<file path="src/design/glyph_text_pixel_renderer_macros.svh">
// Assertion helpers, clocked on clk_i and disabled while rst_ni is low.
`ifndef GLYPH_TEXT_PIXEL_RENDERER_MACROS_SVH
`define GLYPH_TEXT_PIXEL_RENDERER_MACROS_SVH

// same-cycle implication
`define GTR_ASSERT_IMPL(lbl, ante, cons, msg) \
  lbl: assert property (@(posedge clk_i) disable iff (!rst_ni) (ante) |-> (cons)) \
    else $error(msg);

// next-cycle implication
`define GTR_ASSERT_NEXT(lbl, ante, cons, msg) \
  lbl: assert property (@(posedge clk_i) disable iff (!rst_ni) (ante) |=> (cons)) \
    else $error(msg);

`endif

</file>
<file path="src/design/gtr_pkg.sv">
package gtr_pkg;

  localparam int SCREEN_WIDTH  = 128;
  localparam int SCREEN_HEIGHT = 128;

  localparam int ADDR_W  = 14;
  localparam int COLOR_W = 16;
  localparam int CODE_W  = 8;
  localparam int ORG_W   = 7;
  localparam int ROW_W   = 8;
  localparam int COL_W   = $clog2(SCREEN_WIDTH + 256);
  localparam int HCMP_W  = $clog2(SCREEN_HEIGHT + 256);
  localparam int IDX_W   = 7;
  localparam int POS_W   = 6;
  localparam int CX_W    = 3;
  localparam int CY_W    = 3;

  localparam int GLYPH_COLS   = 5;
  localparam int GLYPH_ROWS   = 7;
  localparam int CHAR_ADVANCE = 6;
  localparam int LINE_ADVANCE = 8;
  localparam int CELL_PIXELS  = (GLYPH_COLS + 1) * GLYPH_ROWS;

  localparam logic [CODE_W-1:0] CODE_END     = 8'd0;
  localparam logic [CODE_W-1:0] CODE_NEWLINE = 8'd10;
  localparam logic [CODE_W-1:0] GLYPH_FIRST  = 8'd32;
  localparam logic [CODE_W-1:0] GLYPH_LAST   = 8'd126;
  localparam logic [CODE_W-1:0] GLYPH_SUBST  = 8'd63;

  localparam logic [ADDR_W-1:0] STEP_DOWN     = ADDR_W'(SCREEN_WIDTH);
  localparam logic [ADDR_W-1:0] STEP_NEXT_COL =
    ADDR_W'(1 - (GLYPH_ROWS - 1) * SCREEN_WIDTH);

  typedef enum logic [1:0] {
    CFG_ORIGIN_X = 2'd0,
    CFG_ORIGIN_Y = 2'd1,
    CFG_FG_COLOR = 2'd2,
    CFG_BG_COLOR = 2'd3
  } gtr_cfg_e;

  typedef enum logic [1:0] {
    ST_IDLE,
    ST_SETUP,
    ST_WALK
  } gtr_state_e;

  typedef struct packed {
    logic accept;
    logic start;
    logic end_str;
    logic newline;
    logic char_done;
  } gtr_cur_cmd_t;

  // five column bytes, column 0 in the low byte, bit 0 = top row
  function automatic logic [39:0] font_cols(input logic [IDX_W-1:0] idx);
    logic [39:0] c;
    unique case (idx)
      7'd0:  c = 40'h0000000000;
      7'd1:  c = 40'h00005F0000;
      7'd2:  c = 40'h0007000700;
      7'd3:  c = 40'h147F147F14;
      7'd4:  c = 40'h122A7F2A24;
      7'd5:  c = 40'h6264081323;
      7'd6:  c = 40'h5022554936;
      7'd7:  c = 40'h0000030500;
      7'd8:  c = 40'h0041221C00;
      7'd9:  c = 40'h001C224100;
      7'd10: c = 40'h14083E0814;
      7'd11: c = 40'h08083E0808;
      7'd12: c = 40'h0000305000;
      7'd13: c = 40'h0808080808;
      7'd14: c = 40'h0000606000;
      7'd15: c = 40'h0204081020;
      7'd16: c = 40'h3E4549513E;
      7'd17: c = 40'h00407F4200;
      7'd18: c = 40'h4649516142;
      7'd19: c = 40'h314B454121;
      7'd20: c = 40'h107F121418;
      7'd21: c = 40'h3945454527;
      7'd22: c = 40'h3049494A3C;
      7'd23: c = 40'h0305097101;
      7'd24: c = 40'h3649494936;
      7'd25: c = 40'h1E29494906;
      7'd26: c = 40'h0000363600;
      7'd27: c = 40'h0000365600;
      7'd28: c = 40'h0041221408;
      7'd29: c = 40'h1414141414;
      7'd30: c = 40'h0814224100;
      7'd31: c = 40'h0609510102;
      7'd32: c = 40'h3E41794932;
      7'd33: c = 40'h7E1111117E;
      7'd34: c = 40'h364949497F;
      7'd35: c = 40'h224141413E;
      7'd36: c = 40'h1C2241417F;
      7'd37: c = 40'h414949497F;
      7'd38: c = 40'h010909097F;
      7'd39: c = 40'h7A4949413E;
      7'd40: c = 40'h7F0808087F;
      7'd41: c = 40'h00417F4100;
      7'd42: c = 40'h013F414020;
      7'd43: c = 40'h412214087F;
      7'd44: c = 40'h404040407F;
      7'd45: c = 40'h7F0204027F;
      7'd46: c = 40'h7F1008047F;
      7'd47: c = 40'h3E4141413E;
      7'd48: c = 40'h060909097F;
      7'd49: c = 40'h5E2151413E;
      7'd50: c = 40'h462919097F;
      7'd51: c = 40'h3149494946;
      7'd52: c = 40'h01017F0101;
      7'd53: c = 40'h3F4040403F;
      7'd54: c = 40'h1F2040201F;
      7'd55: c = 40'h3F4038403F;
      7'd56: c = 40'h6314081463;
      7'd57: c = 40'h0708700807;
      7'd58: c = 40'h4345495161;
      7'd59: c = 40'h0041417F00;
      7'd60: c = 40'h2010080402;
      7'd61: c = 40'h007F414100;
      7'd62: c = 40'h0402010204;
      7'd63: c = 40'h4040404040;
      7'd64: c = 40'h0004020100;
      7'd65: c = 40'h7854545420;
      7'd66: c = 40'h384444487F;
      7'd67: c = 40'h2044444438;
      7'd68: c = 40'h7F48444438;
      7'd69: c = 40'h1854545438;
      7'd70: c = 40'h0201097E08;
      7'd71: c = 40'h3E5252520C;
      7'd72: c = 40'h780404087F;
      7'd73: c = 40'h00407D4400;
      7'd74: c = 40'h003D444020;
      7'd75: c = 40'h004428107F;
      7'd76: c = 40'h00407F4100;
      7'd77: c = 40'h780418047C;
      7'd78: c = 40'h780404087C;
      7'd79: c = 40'h3844444438;
      7'd80: c = 40'h081414147C;
      7'd81: c = 40'h7C18141408;
      7'd82: c = 40'h080404087C;
      7'd83: c = 40'h2054545448;
      7'd84: c = 40'h2040443F04;
      7'd85: c = 40'h7C2040403C;
      7'd86: c = 40'h1C2040201C;
      7'd87: c = 40'h3C4030403C;
      7'd88: c = 40'h4428102844;
      7'd89: c = 40'h3C5050500C;
      7'd90: c = 40'h444C546444;
      7'd91: c = 40'h0041360800;
      7'd92: c = 40'h00007F0000;
      7'd93: c = 40'h0008364100;
      7'd94: c = 40'h0810080408;
      default: c = 40'h0000000000;
    endcase
    return c;
  endfunction

  // cell bits in scan order: bit col*7+row; spacing column stays zero
  function automatic logic [CELL_PIXELS-1:0] font_cell(input logic [IDX_W-1:0] idx);
    logic [39:0]            cols;
    logic [CELL_PIXELS-1:0] g;
    cols = font_cols(idx);
    g    = '0;
    for (int c = 0; c < GLYPH_COLS; c++) begin
      g[c*GLYPH_ROWS +: GLYPH_ROWS] = cols[c*8 +: GLYPH_ROWS];
    end
    return g;
  endfunction

endpackage

</file>
<file path="src/design/gtr_cursor.sv">
`include "glyph_text_pixel_renderer_macros.svh"

module gtr_cursor import gtr_pkg::*; (
  input  logic              clk_i,
  input  logic              rst_ni,
  input  gtr_cur_cmd_t      cmd_i,
  input  logic [ORG_W-1:0]  origin_x_i,
  input  logic [ORG_W-1:0]  origin_y_i,
  output logic [COL_W-1:0]  col_o,
  output logic [ROW_W-1:0]  row_o,
  output logic              stopped_o,
  output logic              eff_stopped_o
);

  logic [COL_W-1:0] col_q, col_d;
  logic [ROW_W-1:0] row_q, row_d;
  logic             stopped_q, stopped_d;

  logic [COL_W-1:0] base_col;
  logic [ROW_W-1:0] base_row;
  logic             base_stop;
  logic [COL_W-1:0] col_adv;

  function automatic logic [ROW_W-1:0] line_down(input logic [ROW_W-1:0] r);
    logic [ROW_W:0] s;
    s = {1'b0, r} + (ROW_W+1)'(LINE_ADVANCE);
    return s[ROW_W] ? '1 : s[ROW_W-1:0];
  endfunction

  always_comb begin
    base_col  = cmd_i.start ? COL_W'(origin_x_i) : col_q;
    base_row  = cmd_i.start ? ROW_W'(origin_y_i) : row_q;
    base_stop = cmd_i.start ? 1'b0 : stopped_q;
    col_adv   = col_q + COL_W'(CHAR_ADVANCE);
    col_d     = col_q;
    row_d     = row_q;
    stopped_d = stopped_q;
    if (cmd_i.accept) begin
      col_d     = base_col;
      row_d     = base_row;
      stopped_d = base_stop;
      if (cmd_i.end_str) begin
        stopped_d = 1'b1;
      end
      if (cmd_i.newline) begin
        col_d = COL_W'(origin_x_i);
        row_d = line_down(base_row);
      end
    end else if (cmd_i.char_done) begin
      if (col_adv + COL_W'(CHAR_ADVANCE) >= COL_W'(SCREEN_WIDTH)) begin
        col_d = COL_W'(origin_x_i);
        row_d = line_down(row_q);
      end else begin
        col_d = col_adv;
      end
      if (HCMP_W'(row_d) + HCMP_W'(GLYPH_ROWS) >= HCMP_W'(SCREEN_HEIGHT)) begin
        stopped_d = 1'b1;
      end
    end
  end

  always_ff @(posedge clk_i or negedge rst_ni) begin
    if (!rst_ni) begin
      col_q     <= '0;
      row_q     <= '0;
      stopped_q <= 1'b0;
    end else begin
      col_q     <= col_d;
      row_q     <= row_d;
      stopped_q <= stopped_d;
    end
  end

  assign col_o         = col_q;
  assign row_o         = row_q;
  assign stopped_o     = stopped_q;
  assign eff_stopped_o = base_stop;

  `GTR_ASSERT_NEXT(a_bottom_stop, cmd_i.char_done,
    stopped_q || (HCMP_W'(row_q) + HCMP_W'(GLYPH_ROWS) < HCMP_W'(SCREEN_HEIGHT)),
    "cursor left near bottom without stopping")
  `GTR_ASSERT_NEXT(a_col_on_screen, cmd_i.char_done,
    (col_q < COL_W'(SCREEN_WIDTH)) || (col_q == COL_W'(origin_x_i)),
    "cursor column past right edge")
  `GTR_ASSERT_NEXT(a_start_clears, cmd_i.accept && cmd_i.start && !cmd_i.end_str,
    !stopped_q, "start of string did not clear stop")

endmodule

</file>
<file path="config.mk">
export PLATFORM = sky130hd
export DESIGN_NAME = gtr_cursor
export DESIGN_NICKNAME = d
export VERILOG_FILES = /design/src/design/gtr_pkg.sv /design/src/design/gtr_cursor.sv
export VERILOG_INCLUDE_DIRS = /design/src /design/src/design
export SDC_FILE = /design/constraint.sdc
export NUM_CORES = 1
export LEC_CHECK = 0
export BUFFER_PORTS_ARGS = -buffer_cell sky130_fd_sc_hd__buf_2
export CAP_MARGIN = 20
export CORE_MARGIN = 3
export CORE_UTILIZATION = 45
export CTS_CLUSTER_SIZE = 28
export DETAILED_ROUTE_END_ITERATION = 6
export GPL_TIMING_DRIVEN = 0
export PLACE_DENSITY = 0.7
export SYNTH_ARGS = -nofsm -noshare
export SYNTH_HDL_FRONTEND = slang
export SYNTH_SLANG_ARGS = --single-unit
</file>
<file path="constraint.sdc">
create_clock -name clk_i -period 2.8 [get_ports clk_i]
set_input_delay 0.14 -clock clk_i [delete_from_list [all_inputs] [get_ports clk_i]]
set_output_delay 0.14 -clock clk_i [all_outputs]
set_load 0.01 [all_outputs]
</file>
== Word-level counts from Yosys, hierarchy flattened ==
Index checks and enable logic that the tools add are counted.

* Add/subtract/negate cells: 5
* Order comparisons: 2
* Equal/unequal tests: 1
* Multiplexer cells: 19
* Reduce and logical (&&, ||, !) cells: 4

{| class="wikitable"
|+ Operator list
! operator !! number
|-
| $mux W8 || 9
|-
| $mux W9 || 5
|-
| $add A8 B4 Y9 const B || 2
|-
| $add A9 B3 Y9 const B || 2
|-
| $ge A9 B8 Y1 const B || 2
|-
| $add A8 B3 Y9 const B || 1
|-
| $mux W1 || 5
|-
| $reduce_and A2 Y1 || 2
|-
| $reduce_bool A2 Y1 || 2
|-
| $ne A3 B3 Y1 const B || 1
|}

* Bits in registers: 18
* Input port bits: 21
* Output and inout bits: 19
* Logic and storage cells: 34

== Logic depth before layout (Yosys ltp) ==
Gate-level depths: netlist of the first run.

* Depth after elaboration: 11
* Mapped depth: 10
* Mapped depth without buffers: 8

== Worst setup path after synthesis of the first run ==
OpenSTA, ideal clock, no wires.

* Path kind: register to register
* Start point: register col_q[1] (netlist: col_o[1])
* End point: register col_q[5] (netlist: col_o[5])
* Library setup time: 0.126 ns
* Arrival: 2.313 ns
* Data required time: 2.674 ns
* Slack: 0.360 ns
* Cell stages (with the launch flop): 10
* Path buffers: 2
* Period minus slack after synthesis: 2.440 ns
* Cells stage by stage: dfrtp_1 -> inv_1 -> ha_1 -> or2_1 -> a21oi_1 -> a32oi_2 -> or3_1 -> buf_6 -> buf_8 -> a311o_1

* Word-level cells in the longest chain between the ends: 6

{| class="wikitable"
|+ RTL lines
! item !! line !! text
|-
| start, declared || gtr_cursor.sv:15 || <nowiki>logic [COL_W-1:0] col_q, col_d;</nowiki>
|-
| start signal, assigned || gtr_cursor.sv:68 || <nowiki>col_q <= col_d;</nowiki>
|-
| $add A9 B3 Y9 * || gtr_cursor.sv:34 || <nowiki>col_adv = col_q + COL_W'(CHAR_ADVANCE);</nowiki>
|-
| $add A9 B3 Y9 || gtr_cursor.sv:50 || <nowiki>if (col_adv + COL_W'(CHAR_ADVANCE) >= COL_W'(SCREEN_WIDTH)) begin</nowiki>
|-
| $ge A9 B8 Y1 || gtr_cursor.sv:50 ||
|-
| $mux W9 * || gtr_cursor.sv:50 ||
|-
| $mux W9 * || gtr_cursor.sv:49 || <nowiki>end else if (cmd_i.char_done) begin</nowiki>
|-
| $mux W9 * || gtr_cursor.sv:38 || <nowiki>if (cmd_i.accept) begin</nowiki>
|}

Mark *: on every way between the ends. The rest lies on a longest branch, timed or not. The select of a mux whose other input is x is not followed.
A chain may end at the register's enable or synchronous reset.

== Final worst setup path of the first run ==
Ends and elaborated chain as after synthesis.

==> results of run 1 <==
==> cell families after synthesis <==
kind of cell               count (synthesis)  synth area share, %
AOI/OAI and AO/OA                         46                 26.0
xor gates and xnor gates                   4                 2.40
adders and majority gates                  4                 3.43
buffers and inverters                     16                 5.41
DFF                                       18                 30.9
muxes                                     12                 8.58
and+or+nand+nor                           68                 23.3
==> worst min-delay path by stage <==
stage                     endpoint  slack, ps  cells after the start
after CTS                 col_o[0]         40                      2
after global routing      col_o[0]         40                      2
after floorplan           col_o[0]       -160                      0
after detailed placement  row_o[7]        100                      1
final                     col_o[0]         50                      2
after global placement    row_o[5]        100                      1
==> placed cells by master (no fill, tap or decap), types with 2 or more instances in the layout <==
cell and n:
inv_1 8, mux2_2 3, xnor2_1 2, clkbuf_1 6
buf_2 38, a21oi_1 7, nor3_1 4, ha_1 4
clkbuf_4 3, mux2i_1 8, nor2_1 11, nand4_1 4
xor2_1 2, o211ai_1 7, a22oi_1 2, o21ai_0 3
o21ai_1 3, and3_1 2, o311ai_1 3, dfrtp_1 18
nand3_1 12, nand2b_1 2, nand2_1 21, or3_1 3
o21a_1 2
==> power by group through the flow <==
stage	combinational [W]	clock, W	sequential (W)
floorplan	0.000615	0	0.000503
global placement	0.000864	0	0.000476
detailed placement	0.000887	0	0.000488
CTS	0.000893	0.000139	0.000482
global route	0.000993	0.000151	0.000509
finish	0.000892	0.000128	0.000483
==> state kept, by name, indices dropped and copies added, names as in the netlist <==
register / count
col_o: 9
row_o: 8
stopped_o: 1
==> per-layer routing <==
metal,vias to the layer above,global-route usage (%),share of wire [%]
li1,718,-,-
met1,695,27.9,46
met2,50,32.7,47
met3,4,4.14,5.7
met4,0,4.96,1.0
met5,-,0,0
==> through the flow <==
step | hold WS, ps | area [sq um] | std cells | total power, W
after detailed placement | 99.6 | 1700 | 250 | 0.00137
after global routing | 39.6 | 1740 | 254 | 0.00165
after global placement | 95.3 | 1700 | 250 | 0.00134
after CTS | 38.6 | 1740 | 254 | 0.00151
final | 49.9 | 1740 | 254 | 0.00150
after floorplan | -156 | 1460 | 168 | 0.00112
==> worst max-delay path, stage by stage, from the launching register on <==
cell	delay [ps]
dfrtp_1	500
inv_1	80
ha_1	250
or2_1	270
a21oi_1	190
a32oi_2	180
or3_1	390
buf_6	150
buf_8	130
a311o_1	350
==> final cells by class <==
type,instances,share of cell area (%)
clock buffer,3,1.30
inverter,8,1.73
timing repair buffer,39,11.5
multi-input combinational,134,53.5
sequential,18,26.0
tap,44,3.17
buffer,8,2.81
==> repair_timing <==
| action | 4_1_cts | 5_1_grt |
|---|---|---|
| endpoints found under the hold margin | 18 | 0 |
| gates resized for setup | 0 | 0 |
| hold buffers | 1 | 0 |
==> flow_summary.yaml, run 1 <==
timing:
  drv_slew: 0
  fin_crit_sh_pct: 92.1
  finalHoldViolCount: 0
  setup_slack_ps: 220
  fmax_mhz: 388
  maxSlewHeadroom_pct: 45.3
  rsz0062_at_grt: "false"
  fin_tns_setup_ps: 0
  fin_skew_ps: 10.8
  post-route-min-period_ps: 2580
  worstMarginPinSlew_ps: 820
  setup_violations: 0
clocking:
  path_clk_slew_ps: 100
  cts_root_buffer: "clkbuf_4"
  cts.sinks: 18
  cts_made_buffers: 3
  cts_setup_buffers: 0
  tritoncts: "yes"
  clockBufferDepth: 2
  htree_levels: 1
  clock_latency_ps: 300
global_routing:
  overflow: 0
  grt_usage_pct: 20.4
  grt_pass1_wl_um: 6610
  grt_pass1_vias: 1419
  antenna_found_initial: 0
  grt_max_degree: 19
worst_setup_path:
  endpoint: "col_o[5]"
  worstSetupStartpoint: "col_o[1]"
  arrival_ps: 2770
  crit_required_ps: 2990
  startpoint_type: "flop"
  crit_path_max_fanout: 10
  rr_startpoint: "col_o[1]"
  end_kind: "flop"
  reg2reg_setup_slack_ps: 220
  path_class: "reg -> reg"
  timing.rr.end: "col_o[5]"
  r2r_cells: 9
floorplanning:
  initial_core_util_pct: 47.4
  dieHeight_um: 62.9
  ios: 40
  rows: 20
  dieArea_sq_mm: 0.00396
  die_w_um: 62.9
  coreArea_sq_mm: 0.00308
layout:
  syn_to_final_growth_pct: 19.1
  drive_above_1_share_pct: 25.7
  final-seq-area_sq_um: 450
  final_nets: 237
  insertedDiodeCount: 0
  fin_util_pct: 56.4
  multi_input_area_sq_um: 928
  fillers: 307
yosys:
  synth.most_common_cell: "nand2_1"
  yosysUniqueCellTypes: 54
  ys_warn_count: 0
  synth_area_leader_cell: "dfrtp_1"
  synth_area_sq_mm: 0.00146
  synth_edf_count: 0
  ys_ff_latch: 18
  syn_nets: 193
  synthTopCellsByCount: "nand2_1 (21), dfrtp_1 (18), nand3_1 (12)"
  ys.flop_type: "dfrtp_1"
  async_reset_ff_share_pct: 100
  netlist_top_cells_area: "dfrtp_1 (31%), mux2i_1 (5.5%), nand2_1 (5.4%), nand3_1 (4.1%), o211ai_1 (3.6%)"
  ys_seq_area_share_pct: 30.9
  synth_top_area_share_pct: 30.9
  syn_inst: 168
  avgSynthCellArea_sq_um: 8.68
power:
  p_seq_share_pct: 32.1
  p_int_w: 0.000804
  swShare_pct: 46.5
  p_clk_share_pct: 8.5
  p_leak_nw: 0.793
  ir_worst_vdd_mv: 0.321
  power_density_mw_per_mm2: 866
  comb_power_share_pct: 59.3
  power.net_switching_w: 0.000699
placed_design:
  place_ws_ps: 232
  port_buffers: 38
  hpwl_um: 2930
  gp_congestion: 0.872
detailed_routing:
  via_per_inst: 5.78
  vias: 1467
  drt_iter0_markers: 90
  postRouteAntennaNets: 0
  first_pass_iters: 4
  wl_um: 3760
  wire_per_inst_um: 14.8
  route.detailed.drc: 0
worst_hold_path:
  min_path_type: "in -> reg"
  worstHoldStart: "origin_x_i[0]"
status:
  status: "finished clean"
flow_run:
  drv_cap: 0
Note: power is estimated with default switching activity, not from simulation.
==> run 2, diff against run 1 <==
CORE_UTILIZATION = 52   (was 45)
HOLD_SLACK_MARGIN = 0.06   (was not set)
PLACE_DENSITY = 0.79   (was 0.7)
==> run 2 against run 1 <==
Clock skew decreased by 6.0 ps. Non-clock buffer count increased by 1. Final area decreased by 0.43%.
==> flow_summary.yaml, run 2 (same netlist as run 1, synthesis figures left out) <==
status:
  status: "finished clean"
worst_setup_path:
  timing.rr.end: "col_o[0]"
  path_buf_inv: 2
  slowest_stage: "dfrtp_1"
  crit_chain: "inv_1 > ha_1 > nand3b_2 > or3_1 > a32oi_2 > or3_1 > buf_6 > nand2_1 > mux2_1"
  slowest_delay_ps: 520
  critPathTopFamily: "simple AND/OR/NAND/NOR gates"
  r2r_cells: 9
  reg2reg_setup_slack_ps: 190
  rr_startpoint: "col_o[1]"
  startpoint_type: "flop"
  crit_path_frequent_cell: "or3_1"
  crit_required_ps: 2980
  path_class: "reg -> reg"
  crit_path_max_fanout: 10
  end_kind: "flop"
  arrival_ps: 2790
detailed_routing:
  wire_per_inst_um: 15.3
  postRouteAntennaNets: 0
  first_pass_iters: 5
  drt_iter0_markers: 84
  via_per_inst: 6.11
  route.detailed.drc: 0
  wl_um: 3680
  vias: 1473
floorplanning:
  rows: 18
  initial_core_util_pct: 56.8
  coreArea_sq_mm: 0.00257
  die_w_um: 58.9
  dieArea_sq_mm: 0.00347
  dieHeight_um: 58.9
  ios: 40
clocking:
  cts_made_buffers: 3
  clock_latency_ps: 290
  cts.sinks: 18
  tritoncts: "yes"
  cts_setup_buffers: 0
  clockBufferDepth: 2
  path_clk_slew_ps: 90
  cts_root_buffer: "clkbuf_4"
  htree_levels: 1
placed_design:
  hpwl_um: 2850
  port_buffers: 38
  dp_cells: 236
  gp_congestion: 0.875
timing:
  fmax_mhz: 383
  worstMarginPinSlew_ps: 797
  hold_ws_ps: 89.0
  maxSlewHeadroom_pct: 46.8
  fin_crit_sh_pct: 93.2
  fin_skew_ps: 4.85
  post-route-min-period_ps: 2610
  rsz0062_at_grt: "false"
  fin_tns_setup_ps: 0
  drv_slew: 0
  setup_violations: 0
  finalHoldViolCount: 0
worst_hold_path:
  worstHoldStart: "origin_x_i[1]"
  min_path_type: "in -> reg"
  hold_path_end: "col_o[1]"
  min_path_cells: 3
global_routing:
  grt_pass1_wl_um: 6310
  grt_max_degree: 19
  overflow: 0
  antenna_found_initial: 0
  grt_pass1_vias: 1358
  grt_usage_pct: 23.3
layout:
  largest_register_ffs: 9
  insertedDiodeCount: 0
  fin_util_pct: 67.3
  drive_above_1_share_pct: 25.6
  layout_common_cells: "buf_2 (38), nand2_1 (21), dfrtp_1 (18)"
  syn_to_final_growth_pct: 18.5
  final_cells: 241
  mostFrequentLayoutCell: "buf_2"
  final_nets: 238
power:
  ir_worst_vdd_mv: 0.665
  power_density_mw_per_mm2: 869
  power_w: 0.00150
  p_leak_nw: 0.798
flow_run:
  drv_cap: 0
[run 2: cell type report]
cell class                 count  area (sq um)
tap                           30          37.5
clock buffer                   3          22.5
inverter                       8          30.0
timing repair buffer          40           210
multi-input combinational    134           928
sequential                    18           450
fill                         221           840
buffer                         8          48.8
[run 2: worst max-delay path by stage]
stage          depth (start not counted)     start  endpoint
6_report                               9  col_o[1]  col_o[0]
5_1_grt                                9  col_o[1]  col_o[0]
2_1_floorplan                          9  col_o[1]  col_o[5]
3_5_place_dp                           9  col_o[1]  col_o[0]
4_1_cts                                9  col_o[1]  col_o[0]
3_3_place_gp                           9  col_o[1]  col_o[0]
[run 2: routing by layer]
metal | global-route usage, % | vias up | wire (um)
li1 | - | 720 | -
met1 | 32.6 | 704 | 1670
met2 | 39.1 | 49 | 1790
met3 | 3.95 | 0 | 228
met4 | 2.27 | 0 | 0
met5 | 0 | - | 0
[run 2: where the power goes]
group | internal (W) | total, W | switching, W
clock | 0.0000500 | 0.000123 | 0.0000730
sequential | 0.000346 | 0.000487 | 0.000141
combinational | 0.000409 | 0.000892 | 0.000483
[run 2: what timing repair did]
action                                 CTS  global route
hold buffers                             2             0
endpoints found under the hold margin   19             0
resized for setup                        0             0
[run 2: stage by stage]
stage	instance area (sq um)	setup WS [ps]
2_1_floorplan	1460	360
3_3_place_gp	1690	264
3_5_place_dp	1690	215
4_1_cts	1730	201
5_1_grt	1730	45.9
6_report	1730	189
[run 2: worst register-to-register path: stages (launching register included)]
cell      delay [ps]
dfrtp_1          520
inv_1             80
ha_1             240
nand3b_2         300
or3_1            360
a32oi_2          300
or3_1            180
buf_6            130
nand2_1           60
mux2_1           340
